$ cat src/rtl/fcc_pkg.sv
// ============================================================================
// fcc_pkg
// Shared constants, types and helpers for the clamped FIR convolution block.
// ============================================================================
package fcc_pkg;

    // Filter size and tree shape
    localparam int MAX_TAPS = 32;
    localparam int LEVELS   = $clog2(MAX_TAPS);
    localparam int TREE_N   = 1 << LEVELS;

    // Field widths
    localparam int SMP_W  = 16;
    localparam int COEF_W = 16;
    localparam int IDX_W  = 5;
    localparam int CFG_W  = 6;
    localparam int DATA_W = 40;

    // Arithmetic widths
    localparam int PROD_W  = SMP_W + COEF_W;
    localparam int SUM_W   = PROD_W + LEVELS;
    localparam int FRAC_SH = 14;
    localparam int Q_W     = SUM_W - FRAC_SH;

    // Counter widths: tap count up to MAX_TAPS, tail count up to MAX_TAPS-1
    localparam int CNT_W = $clog2(MAX_TAPS + 1);
    localparam int FL_W  = $clog2(MAX_TAPS);

    localparam logic [CFG_W-1:0]        TAP_COUNT_RST = 6'd32;
    localparam logic signed [SMP_W-1:0] OUT_HI        = 16'sd20480;
    localparam logic signed [SMP_W-1:0] OUT_LO        = -16'sd20480;

    typedef enum logic {
        CMD_TAP    = 1'b0,
        CMD_SAMPLE = 1'b1
    } t_cmd;

    // Per-cycle strobes broadcast along the cell row
    typedef struct packed {
        logic shift;   // move history one cell down the row
        logic cap;     // register coefficient * history product
    } t_cell_ctl;

    // Taps in use: zero acts as one, oversize saturates
    function automatic logic [CNT_W-1:0] taps_in_use(input logic [CFG_W-1:0] tc);
        logic [CNT_W-1:0] n;
        if (tc == '0) begin
            n = CNT_W'(1);
        end else if (int'(tc) > MAX_TAPS) begin
            n = CNT_W'(MAX_TAPS);
        end else begin
            n = CNT_W'(tc);
        end
        return n;
    endfunction

endpackage

$ cat src/rtl/fcc_cell.sv
// ============================================================================
// fcc_cell
// One tap cell: holds a coefficient and one history word, hands the word on
// to its neighbor and registers its own product.
// ============================================================================
module fcc_cell
    import fcc_pkg::*;
(
    input  logic                      i_clk,
    input  logic                      i_rst_n,
    input  t_cell_ctl                 i_ctl,
    input  logic signed [SMP_W-1:0]   i_hist,
    input  logic                      i_tap_en,
    input  logic                      i_coef_we,
    input  logic signed [COEF_W-1:0]  i_coef,
    output logic signed [SMP_W-1:0]   o_hist,
    output logic signed [PROD_W-1:0]  o_prod
);

    logic signed [COEF_W-1:0] r_coef;
    logic signed [SMP_W-1:0]  r_hist;
    logic signed [PROD_W-1:0] r_prod;
    logic signed [PROD_W-1:0] n_prod;

    // History word, zero after reset
    always_ff @(posedge i_clk) begin
        if (!i_rst_n) begin
            r_hist <= '0;
        end else if (i_ctl.shift) begin
            r_hist <= i_hist;
        end
    end

    // Coefficient, undefined until loaded
    always_ff @(posedge i_clk) begin
        if (i_coef_we) begin
            r_coef <= i_coef;
        end
    end

    // Product, gated off for taps beyond the count in use
    always_comb begin
        n_prod = r_coef * r_hist;
        if (!i_tap_en) begin
            n_prod = '0;
        end
    end

    always_ff @(posedge i_clk) begin
        if (i_ctl.cap) begin
            r_prod <= n_prod;
        end
    end

    assign o_hist = r_hist;
    assign o_prod = r_prod;

endmodule

$ cat config.mk
export PLATFORM = sky130hd
export DESIGN_NAME = fcc_cell
export DESIGN_NICKNAME = d
export VERILOG_FILES = /design/src/rtl/fcc_pkg.sv /design/src/rtl/fcc_cell.sv
export SDC_FILE = /design/constraint.sdc
export NUM_CORES = 1
export LEC_CHECK = 0
export ABC_CLOCK_PERIOD_IN_PS = 7800
export CORE_MARGIN = 2
export CORE_UTILIZATION = 65
export DETAILED_ROUTE_END_ITERATION = 7
export DONT_BUFFER_PORTS = 1
export GPL_TIMING_DRIVEN = 0
export PLACE_DENSITY = 0.81
export SLEW_MARGIN = 5
export SYNTH_ARGS = -nofsm -noshare
export SYNTH_HDL_FRONTEND = slang
export SYNTH_SLANG_ARGS = --single-unit
$ cat constraint.sdc
create_clock -name i_clk -period 7.8 [get_ports i_clk]
set_input_delay 0 -clock i_clk [delete_from_list [all_inputs] [get_ports i_clk]]
set_output_delay 0 -clock i_clk [all_outputs]
set_load 0.01 [all_outputs]
### Word level (Yosys, flattened, before mapping)

Cells that the tools add are included.
W data, S select, Z words.

| storage, ports and cells | value |
|---|---|
| bits in registers | 64 |
| input bits | 38 |
| RAM bits | 0 |
| memory bits (read-only) | 0 |
| word-level logic and storage cells | 4 |
| memories kept | 0 |
| latch bits | 0 |
| output and inout bits | 48 |

| cells by class | value |
|---|---|
| bitwise logic cells | 0 |
| shift-type cells | 0 |
| $lt $le $gt $ge | 0 |
| reduce and logical (&&, ||, !) cells | 0 |
| equal/unequal tests | 0 |
| $add $sub $neg | 0 |
| multiply operators | 1 |
| divide/modulo/power cells | 0 |
| mux-type cells | 0 |

Operator list:

| cell | number |
|---|---|
| $mul A16 B16 Y32 | 1 |

### Logic depth before layout (Yosys ltp)

Gate-level depths: netlist of run 1.

| depth | value |
|---|---|
| depth after elaboration | 1 |
| depth in mapped cells | 22 |
| mapped depth without buffers | 19 |

### Least setup slack after synthesis of run 1

No wires, ideal clock.

| timing | value |
|---|---|
| path type | register -> register |
| from | reg r_hist[1] (netlist: o_hist[1]) |
| to | reg r_prod[31] (netlist: o_prod[31]), data pin |
| library setup time | 0.264 ns |
| path slack | 1.889 ns |
| period minus slack after synthesis | 5.911 ns |
| required time | 7.536 ns |
| data arrival time | 5.647 ns |
| stages on the path, launching flop included | 20 |
| path buffers | 2 |
| cells stage by stage | dfxtp_1 > clkbuf_1 > nand2_1 > inv_1 > fa_1 > fa_1 > fa_1 > fa_1 > fa_1 > inv_1 > fa_1 > inv_1 > ha_1 > buf_6 > a21oi_4 > o21a_1 > o21ai_1 > a211o_1 > o32ai_2 > mux2i_1 |

| between the ends | value |
|---|---|
| longest elaborated chain between the ends | 1 |

Ends and longest elaborated chain:

| item | line | source |
|---|---|---|
| from (decl) | fcc_cell.sv:21 | `logic signed [SMP_W-1:0] r_hist;` |
| from (signal assigned) | fcc_cell.sv:30 | `r_hist <= i_hist;` |
| $mul A16 B16 Y32 | fcc_cell.sv:43 | `n_prod = r_coef * r_hist;` |
| to (signal assigned) | fcc_cell.sv:51 | `r_prod <= n_prod;` |
| to (decl) | fcc_cell.sv:22 | `logic signed [PROD_W-1:0] r_prod;` |

No other way between the ends.
A chain may end at the register's enable or synchronous reset.

### Worst setup path in the final report of run 1

| timing | value |
|---|---|
| from | reg r_coef[15] |
| to | reg r_prod[27] (netlist: o_prod[27]), data pin |

| between the ends | value |
|---|---|
| longest elaborated chain between the ends | 1 |

Ends and longest elaborated chain:

| item | line | source |
|---|---|---|
| from (decl) | fcc_cell.sv:20 | `logic signed [COEF_W-1:0] r_coef;` |
| from (signal assigned) | fcc_cell.sv:37 | `r_coef <= i_coef;` |
| $mul A16 B16 Y32 | fcc_cell.sv:43 |  |

No other way between the ends.

==> impl_summary.md, run 1 <==
Power and ir drop
After layout, the design draws a total of 3.94 mW. The worst ir drop on vdd is 401 uV. The logic gate share of total power is 75.1%.

Registers are responsible for 15.0% of the overall power. The share of total power in the clock network is 9.8%. The analysis attributes to net switching a power of between 1.5 and 2 mW. The power density normalized to cell area is 296 mW/mm^2.

The switching power share of the total is 50.4%. The analysis attributes to cell leakage a power of between 6 and 7 nW. The total internal power is 1.95 mW.

Global route
The initial antenna violation count is 1. Global routing consumed, over all layers together, 32.3% of the routing resources. Entering global routing, the biggest net connects 33 pins. After global routing the overflow that remains totals 0. The first global-routing pass estimated 48.5 mm of wire. The via count of the first global-routing pass is 9658.

Synth
The synthesized net count is about 1600. The synthesized netlist devotes under 10% of its cell area to XOR and XNOR gates. The simple logic cell fraction of the synthesized area is 15.4%. The share of the yosys chip area belonging to registers is 14.3%.

By area, the combinational part of the netlist is dominated by adder cells. The compound-cell area share of the yosys netlist is 5.72%. The predominant post-synthesis flop cell is sky130_fd_sc_hd__edfxtp_1. The adder-cell share of the synthesized area is 50.8%.

The post-synthesis sequential element count is 64. The number of standard cells after synthesis is 1251. The mux contribution to synthesized area is between 2 and 2.5%. The share of flip-flops with an asynchronous set or reset is 0%. Yosys printed 0 warnings. After synthesis, the netlist uses 58 different library cells. The synthesized netlist occupies a cell area of between 0.01 and 0.015 sq mm. In this run the mean area of a mapped cell was approximately 9.9 sq um. The synthesized design contains between 40 and 50 enable-type register cells.

Clock tree
TritonCTS built the clock tree. The insertion delay to the later sink of the worst-skew pair is between 0.3 and 0.4 ns. The tree built by TritonCTS fans out to between 60 and 70 sinks. Clock tree synthesis selected as its root buffer the cell sky130_fd_sc_hd__clkbuf_16. No sink is reached through more buffers than the 2 on the longest clock path.

The number of clock buffers added by TritonCTS is 9. The count of buffers added by post-CTS timing repair for setup is 0. The depth of the CTS H-tree is 3.

The clock-pin slew on the worst setup and hold paths is 0.06 ns.

Worst hold path
The tightest min-delay check is of the in2reg type.

Place
The final weighted congestion of routability-driven global placement is roughly 0.93. The worst slack at placement is around 1.1 ns. Once detailed placement completed, the half-perimeter wirelength came to 24.2 mm. The count of input and output buffers is 0.

STA
For this run, the top clock speed supported by timing is 0.147 GHz. The setup TNS is 0 ns. The slew of the pin with the lowest slew margin is 0.872 ns. The worst path uses 87.0% of the clock period.

The final-report setup violation count is 0. Setup repair after global routing left no endpoint under its margin. The final-report max-slew violation count is 0.

The worst hold-check slack is between 0.03 and 0.04 ns. After layout, the minimum clock period comes to 6.79 ns. The worst setup skew after layout is 0.00950 ns.

The count of endpoints failing hold in the final timing report came to 0. In this run the tightest slew margin relative to its limit is between 40% and 50%. The worst path setup slack after routing is 1.01 ns.

Flow run
Across the run, the number of max-cap violations was 0.

Routing
The routed design has 30.4 mm of wire. The detail-routed net length per standard cell is 19.8 um. The count of nets left with antenna violations after detail routing is 0. After the first detailed-routing iteration, the DRC count stood at 768. The routed via count is 8859. The first detailed-routing pass ran for 6 iterations. The via-per-instance ratio is 5.76. The count of unresolved DRC violations after routing is 0.

Floorplanning
The placement row count is 50. The die outline area is 0.0201 sq mm. The core box area is 0.0187 sq mm. The effective utilization at floorplan is between 60% and 70%. The height of the chip is 142 um. The die width is 142 um. 86 I/O pins were placed.

Status
The flow ran to the end, and the final reports show no timing, DRC or antenna violations.

Layout
The final layout contains 1681 nets. The library cell used most frequently in the layout, excluding fill and tap cells, is sky130_fd_sc_hd__inv_1. The layout cell share with drive strength beyond 1 is 3.76%. From synthesis to final layout, the design area changed by 7.68%. Leaving out fill and tap cells, the most frequent cells in the layout are sky130_fd_sc_hd__inv_1 (288), sky130_fd_sc_hd__fa_1 (262), sky130_fd_sc_hd__nand2_1 (141).

The final-layout fill cell count is 1328.

Setup path
The critical path is of the reg2reg type. STA classifies the critical path endpoint as a flop. The data arrival time at the worst-slack endpoint is 6.88 ns. The worst setup path is launched from a flop.

Along the worst path, the maximum fanout reaches 10. The required time of the critical path is 7.90 ns.
routing by layer:
metal	vias up	share of wire, %	global-route usage, %
met1	4472	35	37.7
li1	3854	-	-
met4	0	5.9	18.6
met2	408	51	54.3
met5	-	0	0
met3	125	8.8	8.47
stage by stage:
step	instances	util, %	cell area [sq um]
after floorplan	1251	-	12400
after global placement	1485	67.6	12600
after detailed placement	1485	67.6	12600
after CTS	1538	71.1	13300
after global routing	1539	71.1	13300
final	1539	71.1	13300
power by group through the flow:
stage	clock network, mW	logic (mW)	registers (mW)
global placement	0	2.83	0.596
detailed placement	0	2.90	0.597
global route	0.404	3.29	0.598
finish	0.387	2.96	0.592
CTS	0.393	2.96	0.591
floorplan	0	2.25	0.567
critical path: stages, from the launching register on:
cell	delay, ns
sky130_fd_sc_hd__edfxtp_1	0.54
sky130_fd_sc_hd__clkbuf_1	0.47
sky130_fd_sc_hd__nand2_1	0.21
sky130_fd_sc_hd__inv_1	0.17
sky130_fd_sc_hd__fa_1	0.56
sky130_fd_sc_hd__fa_1	0.88
sky130_fd_sc_hd__fa_1	0.53
sky130_fd_sc_hd__fa_1	0.51
sky130_fd_sc_hd__fa_1	0.49
sky130_fd_sc_hd__inv_1	0.05
sky130_fd_sc_hd__fa_1	0.47
sky130_fd_sc_hd__inv_1	0.05
sky130_fd_sc_hd__ha_1	0.30
sky130_fd_sc_hd__buf_6	0.14
sky130_fd_sc_hd__and3_1	0.24
sky130_fd_sc_hd__nand2_1	0.07
sky130_fd_sc_hd__or3_1	0.32
sky130_fd_sc_hd__a31oi_2	0.25
sky130_fd_sc_hd__o22ai_1	0.14
sky130_fd_sc_hd__mux2i_1	0.15
state kept, by name (all words and copies together), names as in the netlist:
name    flops
o_prod     32
o_hist     16
r_coef     16
Yosys cell counts, types with 4 or more instances:
cell type | n | area share (%)
sky130_fd_sc_hd__a21o_1 | 7 | 0.43
sky130_fd_sc_hd__a21oi_1 | 20 | 0.81
sky130_fd_sc_hd__a31oi_1 | 4 | 0.20
sky130_fd_sc_hd__and2_1 | 136 | 6.9
sky130_fd_sc_hd__and3_1 | 5 | 0.25
sky130_fd_sc_hd__clkbuf_1 | 39 | 1.2
sky130_fd_sc_hd__dfxtp_1 | 16 | 2.6
sky130_fd_sc_hd__edfxtp_1 | 48 | 12
sky130_fd_sc_hd__fa_1 | 262 | 42
sky130_fd_sc_hd__ha_1 | 82 | 8.3
sky130_fd_sc_hd__inv_1 | 288 | 8.8
sky130_fd_sc_hd__mux2i_1 | 26 | 2.1
sky130_fd_sc_hd__nand2_1 | 141 | 4.3
sky130_fd_sc_hd__nand2b_1 | 15 | 0.76
sky130_fd_sc_hd__nand3_1 | 5 | 0.20
sky130_fd_sc_hd__nor2_1 | 29 | 0.88
sky130_fd_sc_hd__nor2b_1 | 18 | 0.91
sky130_fd_sc_hd__nor3_1 | 4 | 0.16
sky130_fd_sc_hd__o21a_1 | 5 | 0.30
sky130_fd_sc_hd__o21ai_0 | 15 | 0.61
sky130_fd_sc_hd__o21ai_1 | 10 | 0.41
sky130_fd_sc_hd__xnor2_1 | 15 | 1.1
sky130_fd_sc_hd__xor2_1 | 6 | 0.43
path summary, 6_finish.rpt:
path | start | to | slack, ns | cells after the start
worst max-delay path | r_coef[15] | o_prod[27] | 1.01 | 19
worst min-delay path | i_rst_n | o_hist[5] | 0.03 | 2
worst max register to register | r_coef[15] | o_prod[27] | 1.01 | 19
worst min register to register | o_hist[15] | o_hist[15] | 0.71 | 2
timing repair:
action / 4_1_cts / 5_1_grt
gates resized for setup: 0 / 0
endpoints found under the hold margin: 83 / 0
hold buffers: 37 / 0
logic make-up (layout without fill, tap and decap cells):
group / Yosys count / after routing
AND/OR/NAND/NOR: 369 / 369
adder cells (fa/ha/maj): 344 / 344
buffers and inverters: 331 / 384
AO/OA/AOI/OAI: 96 / 96
flip-flops: 64 / 64
multiplexers: 26 / 26
XOR/XNOR: 21 / 21
other: 0 / 1
area by class of cell:
class	instances	area, sq um	area share, %
antenna	1	2.50	0.0188
clock inverter	7	47.5	0.357
sequential	64	1760	13.2
clock buffer	9	225	1.69
buffer	43	179	1.35
timing repair buffer	37	380	2.86
inverter	288	1080	8.13
tap	234	293	2.20
multi-input combinational	856	9330	70.2
Power figures use the tool's default switching activity.
==> run 2, diff against run 1 <==
CAP_MARGIN = 20   (was not set)
CORE_ASPECT_RATIO = 0.5   (was not set)
CTS_CLUSTER_SIZE = 25   (was not set)
==> run 2 against run 1 <==
  * Via count shrank 0.29%
  * Sequential share of layout area shrank 0.091 points
  * Cell area grew 0.70%
  * Fmax shrank 1.5%
  * Worst setup slack lost 0.10 ns
  * Sequential power is essentially flat
  * Sequential cell count is the same
  * Global-route usage grew 0.53 points
  * Clock-buffer cell count grew 1
  * Worst hold slack gained 0.028 ns
  * Die area grew 0.33%
  * Largest cell class unchanged
  * Largest power group unchanged
==> impl_summary.md, run 2 (synthesized netlist as in run 1, its figures left out) <==
Status
The flow ran to the end, and the final reports show no timing, DRC or antenna violations.

Global route
The global-route usage over all layers is 32.8% (+0.53 points). The residual overflow from global routing is 0 (unchanged). The initial antenna violation count is 2 (+1). The pin count of the biggest net entering global routing is 33 (unchanged). The via count of the first global-routing pass is 9568 (-0.93%).

The global-route wire length before repair is 48.7 mm (+0.34%).

Power and ir drop
The power density normalized to cell area came to 292 mW/mm^2 (-1.4%). The leakage component of the power is 6.61 nW (+0.53%). The total power came to 3.91 mW (-0.74%). The worst ir drop on vdd came to 332 uV (-17%).

Setup path
The longest individual stage delay on the worst path is 0.85 ns (-0.03 ns). The startpoint identified for the worst register-to-register timing path is o_hist[2]. The required time of the critical path is 7.90 ns (about the same). The top fanout value on the critical path is 10 (unchanged). Tracing the worst setup path back leads to its startpoint at o_hist[2]. By instance count, the cell type seen most on the critical path is sky130_fd_sc_hd__fa_1. The critical-path cell with the highest stage delay is sky130_fd_sc_hd__fa_1. The setup path with the least slack is of type reg2reg. The signal on the critical path passes through clkbuf_1, nand2_1, inv_1, fa_1, fa_1, fa_1, fa_1, fa_1, inv_1, fa_1, inv_1, ha_1, and3_1, nand2_1, or3_1, a31oi_2, o32ai_2, mux2i_1. STA classifies the critical path endpoint as a flop.

The worst setup path is launched from a flop. The data arrival time at the worst-slack endpoint is 7.00 ns (+0.12 ns).

STA
The minimum period implied by the final worst setup slack came to 6.89 ns (+0.104 ns). The final cycle utilization of the critical path is 88.3% (+1.3 points). The count of endpoints failing hold in the final timing report is 0 (unchanged). The achievable clock frequency is 0.145 GHz (-1.5%).

The worst path setup slack after routing is 0.909 ns (-0.104 ns). The final-report max-slew violation count is 0 (unchanged). The slew of the pin with the lowest slew margin came to 0.739 ns (-0.133 ns). Setup repair after global routing left no endpoint under its margin.

The worst setup skew after layout was 0.0174 ns (+0.00794 ns). The final-report setup violation count came to 0 (unchanged). The setup TNS is 0 ns (unchanged). The relative slew slack came to 50.7% (+9.1 points).

Routing
The routed via count was 8833 (-0.29%). The count of nets left with antenna violations after detail routing is 0 (unchanged). The number of detailed-route iterations in the first pass is 5 (-1). The initial detailed-routing violation count came to 580 (-24%).

The detail-routed net length per standard cell was 19.3 um (-2.6%). The count of unresolved DRC violations after routing is 0 (unchanged). The via-per-instance ratio is 5.65 (-1.9%).

The wire length reported by the detailed router came to 30.1 mm (-0.98%).

Clock tree
The CTS tree is done. The depth of the CTS H-tree is 3 (unchanged). The count of buffers added by post-CTS timing repair for setup is 0 (unchanged). The buffer depth of the longest clock path is 2 (unchanged). The cell at the root of the clock tree is sky130_fd_sc_hd__clkbuf_16. The number of clock buffers inserted by TritonCTS is 9 (unchanged). The insertion delay to the later sink of the worst-skew pair is 0.37 ns (about the same). The clock-pin slew on the worst setup and hold paths is 0.06 ns (about the same).

The number of sinks driven by the clock tree is 64 (unchanged).

Floorplanning
The effective utilization at floorplan was 66.7% (+0.65 points). The die outline area is 0.0202 sq mm (+0.33%). The number of top-level pins is 86 (unchanged). The core box area was 0.0185 sq mm (-0.97%). The placement row count is 35 (-30%). The die width is 199 um (+40%). The height of the chip is 101 um (-28%).

Layout
The flip-flop count of the largest register, all copies and words added is 32 (unchanged). Leaving out fill and tap cells, the most frequent cell in the layout is sky130_fd_sc_hd__inv_1. The number of nets in the finished design is 1682 (+0.059%).

In the layout the commonest cells are sky130_fd_sc_hd__inv_1 (288), sky130_fd_sc_hd__fa_1 (262), sky130_fd_sc_hd__nand2_1 (141). The layout cell share with drive strength beyond 1 is 3.83% (+0.074 points). The antenna diode count came to 0 (-1). The area growth from synthesis to layout is 8.43%. The core utilization of the finished layout was 72.3% (+1.2 points).

Place
The final weighted congestion of routability-driven global placement came to 0.963 (+3.9%). The count of input and output buffers was 0 (unchanged). The worst slack at placement is 0.999 ns (-0.145 ns). The half-perimeter wire length after detailed placement came to 25.1 mm (+3.7%).

Worst hold path
The tightest min-delay check is of the in2reg type. The source of the worst hold timing path is i_rst_n.

Flow run
The number of maximum-capacitance violations is 0 (unchanged).
## run 2: final timing paths
check,endpoint,slack (ns),cells after the start
worst max register to register,o_prod[31],0.91,18
worst max-delay path,o_prod[31],0.91,18
worst min register to register,o_hist[14],0.75,2
worst min-delay path,o_hist[6],0.06,2
## run 2: final cells by class
type,count,area (sq um)
Timing Repair Buffer,38,395
Tap cell,259,324
Clock inverter,6,71.3
Inverter,288,1080
Buffer,43,179
Fill cell,1406,5130
Sequential cell,64,1760
Clock buffer,10,250
Multi-Input combinational cell,856,9330
## run 2: what timing repair did
action | in CTS | in global routing
hold buffers | 37 | 0
endpoints found under the hold margin | 83 | 0
resized for setup | 0 | 0
## run 2: worst max-delay path: cells and delay by family, from the launching register on
| kind | cells | cell delay, ns |
|---|---|---|
| flops | 1 | 0.70 |
| simple gates | 4 | 0.88 |
| fa+ha+maj | 7 | 3.77 |
| mux | 1 | 0.13 |
| buf+inv | 4 | 0.71 |
| compound gates | 2 | 0.43 |
## run 2: per-stage QoR
step | area, sq um | std cells | hold slack, ns
4_1_cts | 13400 | 1563 | 0.0231
5_1_grt | 13400 | 1564 | 0.0795
3_5_place_dp | 12700 | 1510 | 0.0989
6_report | 13400 | 1564 | 0.0590
3_3_place_gp | 12700 | 1510 | 0.0989
2_1_floorplan | 12400 | 1251 | 0.0989
## run 2: power breakdown
part	leakage [nW]	total, mW	switching, mW	internal, mW
clock network	0.159	0.451	0.181	0.270
registers	0.615	0.595	0.0962	0.499
logic	5.83	2.86	1.66	1.21
## run 2: layer usage
| metal | up-vias | part of all wire [%] | global-route usage, % |
|---|---|---|---|
| met2 | 372 | 47 | 51.6 |
| met1 | 4506 | 40 | 43.3 |
| met5 | - | 0.046 | 0 |
| li1 | 3866 | - | - |
| met3 | 87 | 10 | 9.86 |
| met4 | 2 | 3.3 | 13.7 |
==> run 3, diff against run 2 <==
CORE_MARGIN = 4   (was 2)
PLACE_DENSITY = not set   (was 0.81)
PLACE_DENSITY_LB_ADDON = 0.08   (was not set)
==> run 3 against run 2 <==
  * Cell count about the same
  * Routed wire length up 2.4%
  * Clock power up 2%
  * Sequential share of layout area about the same
  * Register-to-register slack worse by 0.03 ns
  * Clock skew down 0.0079 ns
  * Largest power group unchanged
  * Critical path type unchanged
  * Combinational power about the same
  * Global-route usage down 2.4 points
  * Largest cell class unchanged
  * Fmax down 0.40%
  * Non-clock buffer count down 1
  * Sequential cell count unchanged
==> impl_summary.md, run 3 (synthesized netlist as in run 1, its figures left out) <==
Status
The run finished with clean final reports.

Worst hold path
In this run the worst hold path is classified as in2reg. The path with the worst hold slack has its endpoint at o_hist[8]. The worst hold path stage count is 2 (unchanged). The worst hold path begins at i_rst_n.

Setup path
The startpoint-to-endpoint class of the critical path is reg2reg. The data arrival time at the worst-slack endpoint came to 7.01 ns (about the same). In this run the critical register-to-register path is captured at o_prod[27]. The critical-path cell with the highest stage delay is sky130_fd_sc_hd__fa_1.

The reg-to-reg setup timing slack came to 0.88 ns (-0.03 ns). Traced cell by cell, the critical path runs through clkbuf_1, nand2_1, fa_1, inv_1, fa_1, fa_1, fa_1, fa_1, inv_1, fa_1, inv_1, ha_1, and3_1, nand2_1, or3_1, a31oi_2, o22ai_1, mux2i_1. The number of stages on the worst setup path was 18 (unchanged).

The cell family contributing the most delay on the critical path is adder cells. The kind of end point of the critical path is a flop. The most frequent cell on the critical path is sky130_fd_sc_hd__fa_1. The longest individual stage delay on the worst path is 0.76 ns (-0.09 ns). The length in cells of the worst reg-to-reg path is 18 (unchanged). The worst flop-to-flop path startpoint is o_hist[4].

The required time of the critical path is 7.89 ns (about the same). The top fanout value on the critical path is 10 (unchanged). The combined buffer and inverter count along the critical path is 4 (unchanged).

The critical path launch point type is a flop.

Clock tree
The count of buffers added by post-CTS timing repair for setup is 0 (unchanged). The CTS tree is done. The tree is rooted in a sky130_fd_sc_hd__clkbuf_16. The depth of the CTS H-tree is 3 (unchanged). The buffer depth of the longest clock path is 2 (unchanged). The insertion delay to the later sink of the worst-skew pair is 0.35 ns (-0.02 ns). The number of clock buffers inserted by TritonCTS is 9 (unchanged). The number of sinks driven by the clock tree is 64 (unchanged). The clock-pin slew on the worst setup and hold paths is 0.07 ns (about the same).

Place
The instance area after placement is 0.0127 sq mm (unchanged). The final weighted congestion of routability-driven global placement is 0.975 (+1.3%). The half-perimeter wire length after detailed placement is 25.3 mm (+0.82%). The placed cell count was 1510 (unchanged). The worst slack at placement is 0.985 ns (-0.0138 ns). The count of input and output buffers is 0 (unchanged).

Routing
The detail-routed net length per standard cell is 19.7 um (+2.4%). The number of detailed-route iterations in the first pass is 5 (unchanged). The via-per-instance ratio was 5.59 (-1.0%). The count of nets left with antenna violations after detail routing is 0 (unchanged). The count of unresolved DRC violations after routing is 0 (unchanged). The initial detailed-routing violation count is 697 (+20%). The routed via count is 8739 (-1.1%). The wire length reported by the detailed router is 30.9 mm (+2.4%).

STA
The worst hold-check slack is 0.0934 ns (+0.0344 ns). The final-report setup violation count is 0 (unchanged). The setup TNS is 0 ns (unchanged). The count of endpoints failing hold in the final timing report came to 0 (unchanged). The final-report max-slew violation count is 0 (unchanged). The relative slew slack came to 39.5% (-11 points). The final cycle utilization of the critical path is 88.7% (+0.35 points). The minimum period implied by the final worst setup slack is 6.92 ns (+0.0275 ns). The worst setup skew after layout came to 0.00955 ns (-0.00788 ns).

The worst path setup slack after routing is 0.882 ns (-0.0275 ns). The slew of the pin with the lowest slew margin was 0.905 ns (+0.166 ns). Setup repair after global routing left no endpoint under its margin. The achievable clock frequency is 0.145 GHz (-0.40%).

Floorplanning
The die outline area is 0.0214 sq mm (+6.0%). The effective utilization at floorplan is 66.7% (unchanged). The height of the chip is 105 um (+3.9%). The number of top-level pins was 86 (unchanged). The core box area came to 0.0185 sq mm (unchanged). The placement row count is 35 (unchanged). The die width is 203 um (+2.0%).

Layout
The antenna diode count is 0 (unchanged). The core utilization of the finished layout was 72.2% (about the same). The number of nets in the finished design is 1681 (-0.059%). The final cell count without fillers came to 1563 (-0.064%). The storage element area is 0.00176 sq mm (unchanged).

The final-layout fill cell count is 1423 (+1.2%). In the layout the commonest cells are sky130_fd_sc_hd__inv_1 (288), sky130_fd_sc_hd__fa_1 (262), sky130_fd_sc_hd__nand2_1 (141). The area growth from synthesis to layout is 8.33% (about the same).

The combined area of the multi-input logic cells is 0.00933 sq mm (unchanged). The post-route cell area is 0.0134 sq mm (about the same). The flip-flop count of the largest register, all copies and words added is 32 (unchanged). The most common cell after layout, fill and taps aside is sky130_fd_sc_hd__inv_1. The layout cell share with drive strength beyond 1 is 3.76% (-0.074 points).

Global route
The global-route usage over all layers is 30.5% (-2.4 points). The global-route wire length before repair came to 49.4 mm (+1.6%). The pin count of the biggest net entering global routing was 33 (unchanged).

The initial antenna violation count is 1 (-1). The residual overflow from global routing is 0 (unchanged). The via count of the first global-routing pass is 9067 (-5.2%).

Power and ir drop
The total internal power is 1.98 mW (about the same). The worst ir drop on vdd is 382 uV (+15%). The switching power share of the total was 49.7% (+0.27 points).

The total power came to 3.93 mW (+0.59%). The leakage component of the power was 6.60 nW (about the same). The sequential power share came to 15.2% (about the same). The power density normalized to cell area is 294 mW/mm^2 (+0.69%). The net switching power figure is 1.96 mW (+1.1%). The logic gate share of total power came to 73.1% (about the same).

The share of total power in the clock network is 11.7% (+0.2 points).

Flow run
The number of maximum-capacitance violations is 0 (unchanged).
-- run 3: cell types whose count changed in the layout (fill, tap and decap cells not counted), sizes merged --
cell and delta:
buf -1, clkinv +1, inv -1
-- run 3: area by class of cell --
| cell class | count | share of cell area [%] |
|---|---|---|
| sequential | 64 | 13.2 |
| clock inverter | 6 | 0.552 |
| buffer | 43 | 1.34 |
| clock buffer | 10 | 1.87 |
| inverter | 288 | 8.08 |
| multi-input combinational | 856 | 69.7 |
| timing repair buffer | 37 | 2.84 |
| tap | 259 | 2.42 |
-- run 3: timing repair --
item | in CTS | in global routing
hold buffers | 37 | 0
endpoints found under the hold margin | 83 | 0
resized for setup | 0 | 0
endpoints found under the setup margin | 0 | 0
-- run 3: power by group through the flow --
stage                     registers, mW  logic, mW  clock network (mW)
after CTS                         0.597       2.86               0.465
final                             0.597       2.87               0.461
after global placement            0.603       2.72                   0
after global routing              0.602       3.24               0.482
after floorplan                   0.567       2.25                   0
after detailed placement          0.603       2.82                   0
-- run 3: routing by layer --
| layer | part of all wire (%) | up-vias | GRT usage (%) |
|---|---|---|---|
| li1 | - | 3866 | - |
| met1 | 42 | 4490 | 43.1 |
| met2 | 46 | 331 | 46.7 |
| met3 | 9.7 | 52 | 9.25 |
| met4 | 2.3 | 0 | 7.65 |
| met5 | 0 | - | 0 |
-- run 3: worst max-delay path by stage --
stage                           from          to  slack [ns]
after floorplan            o_hist[1]  o_prod[31]        1.89
after global placement     o_hist[9]  o_prod[30]        1.10
after detailed placement  r_coef[15]  o_prod[31]        0.99
after CTS                 r_coef[15]  o_prod[31]        0.94
after global routing       o_hist[9]  o_prod[27]        0.60
final                      o_hist[4]  o_prod[27]        0.88
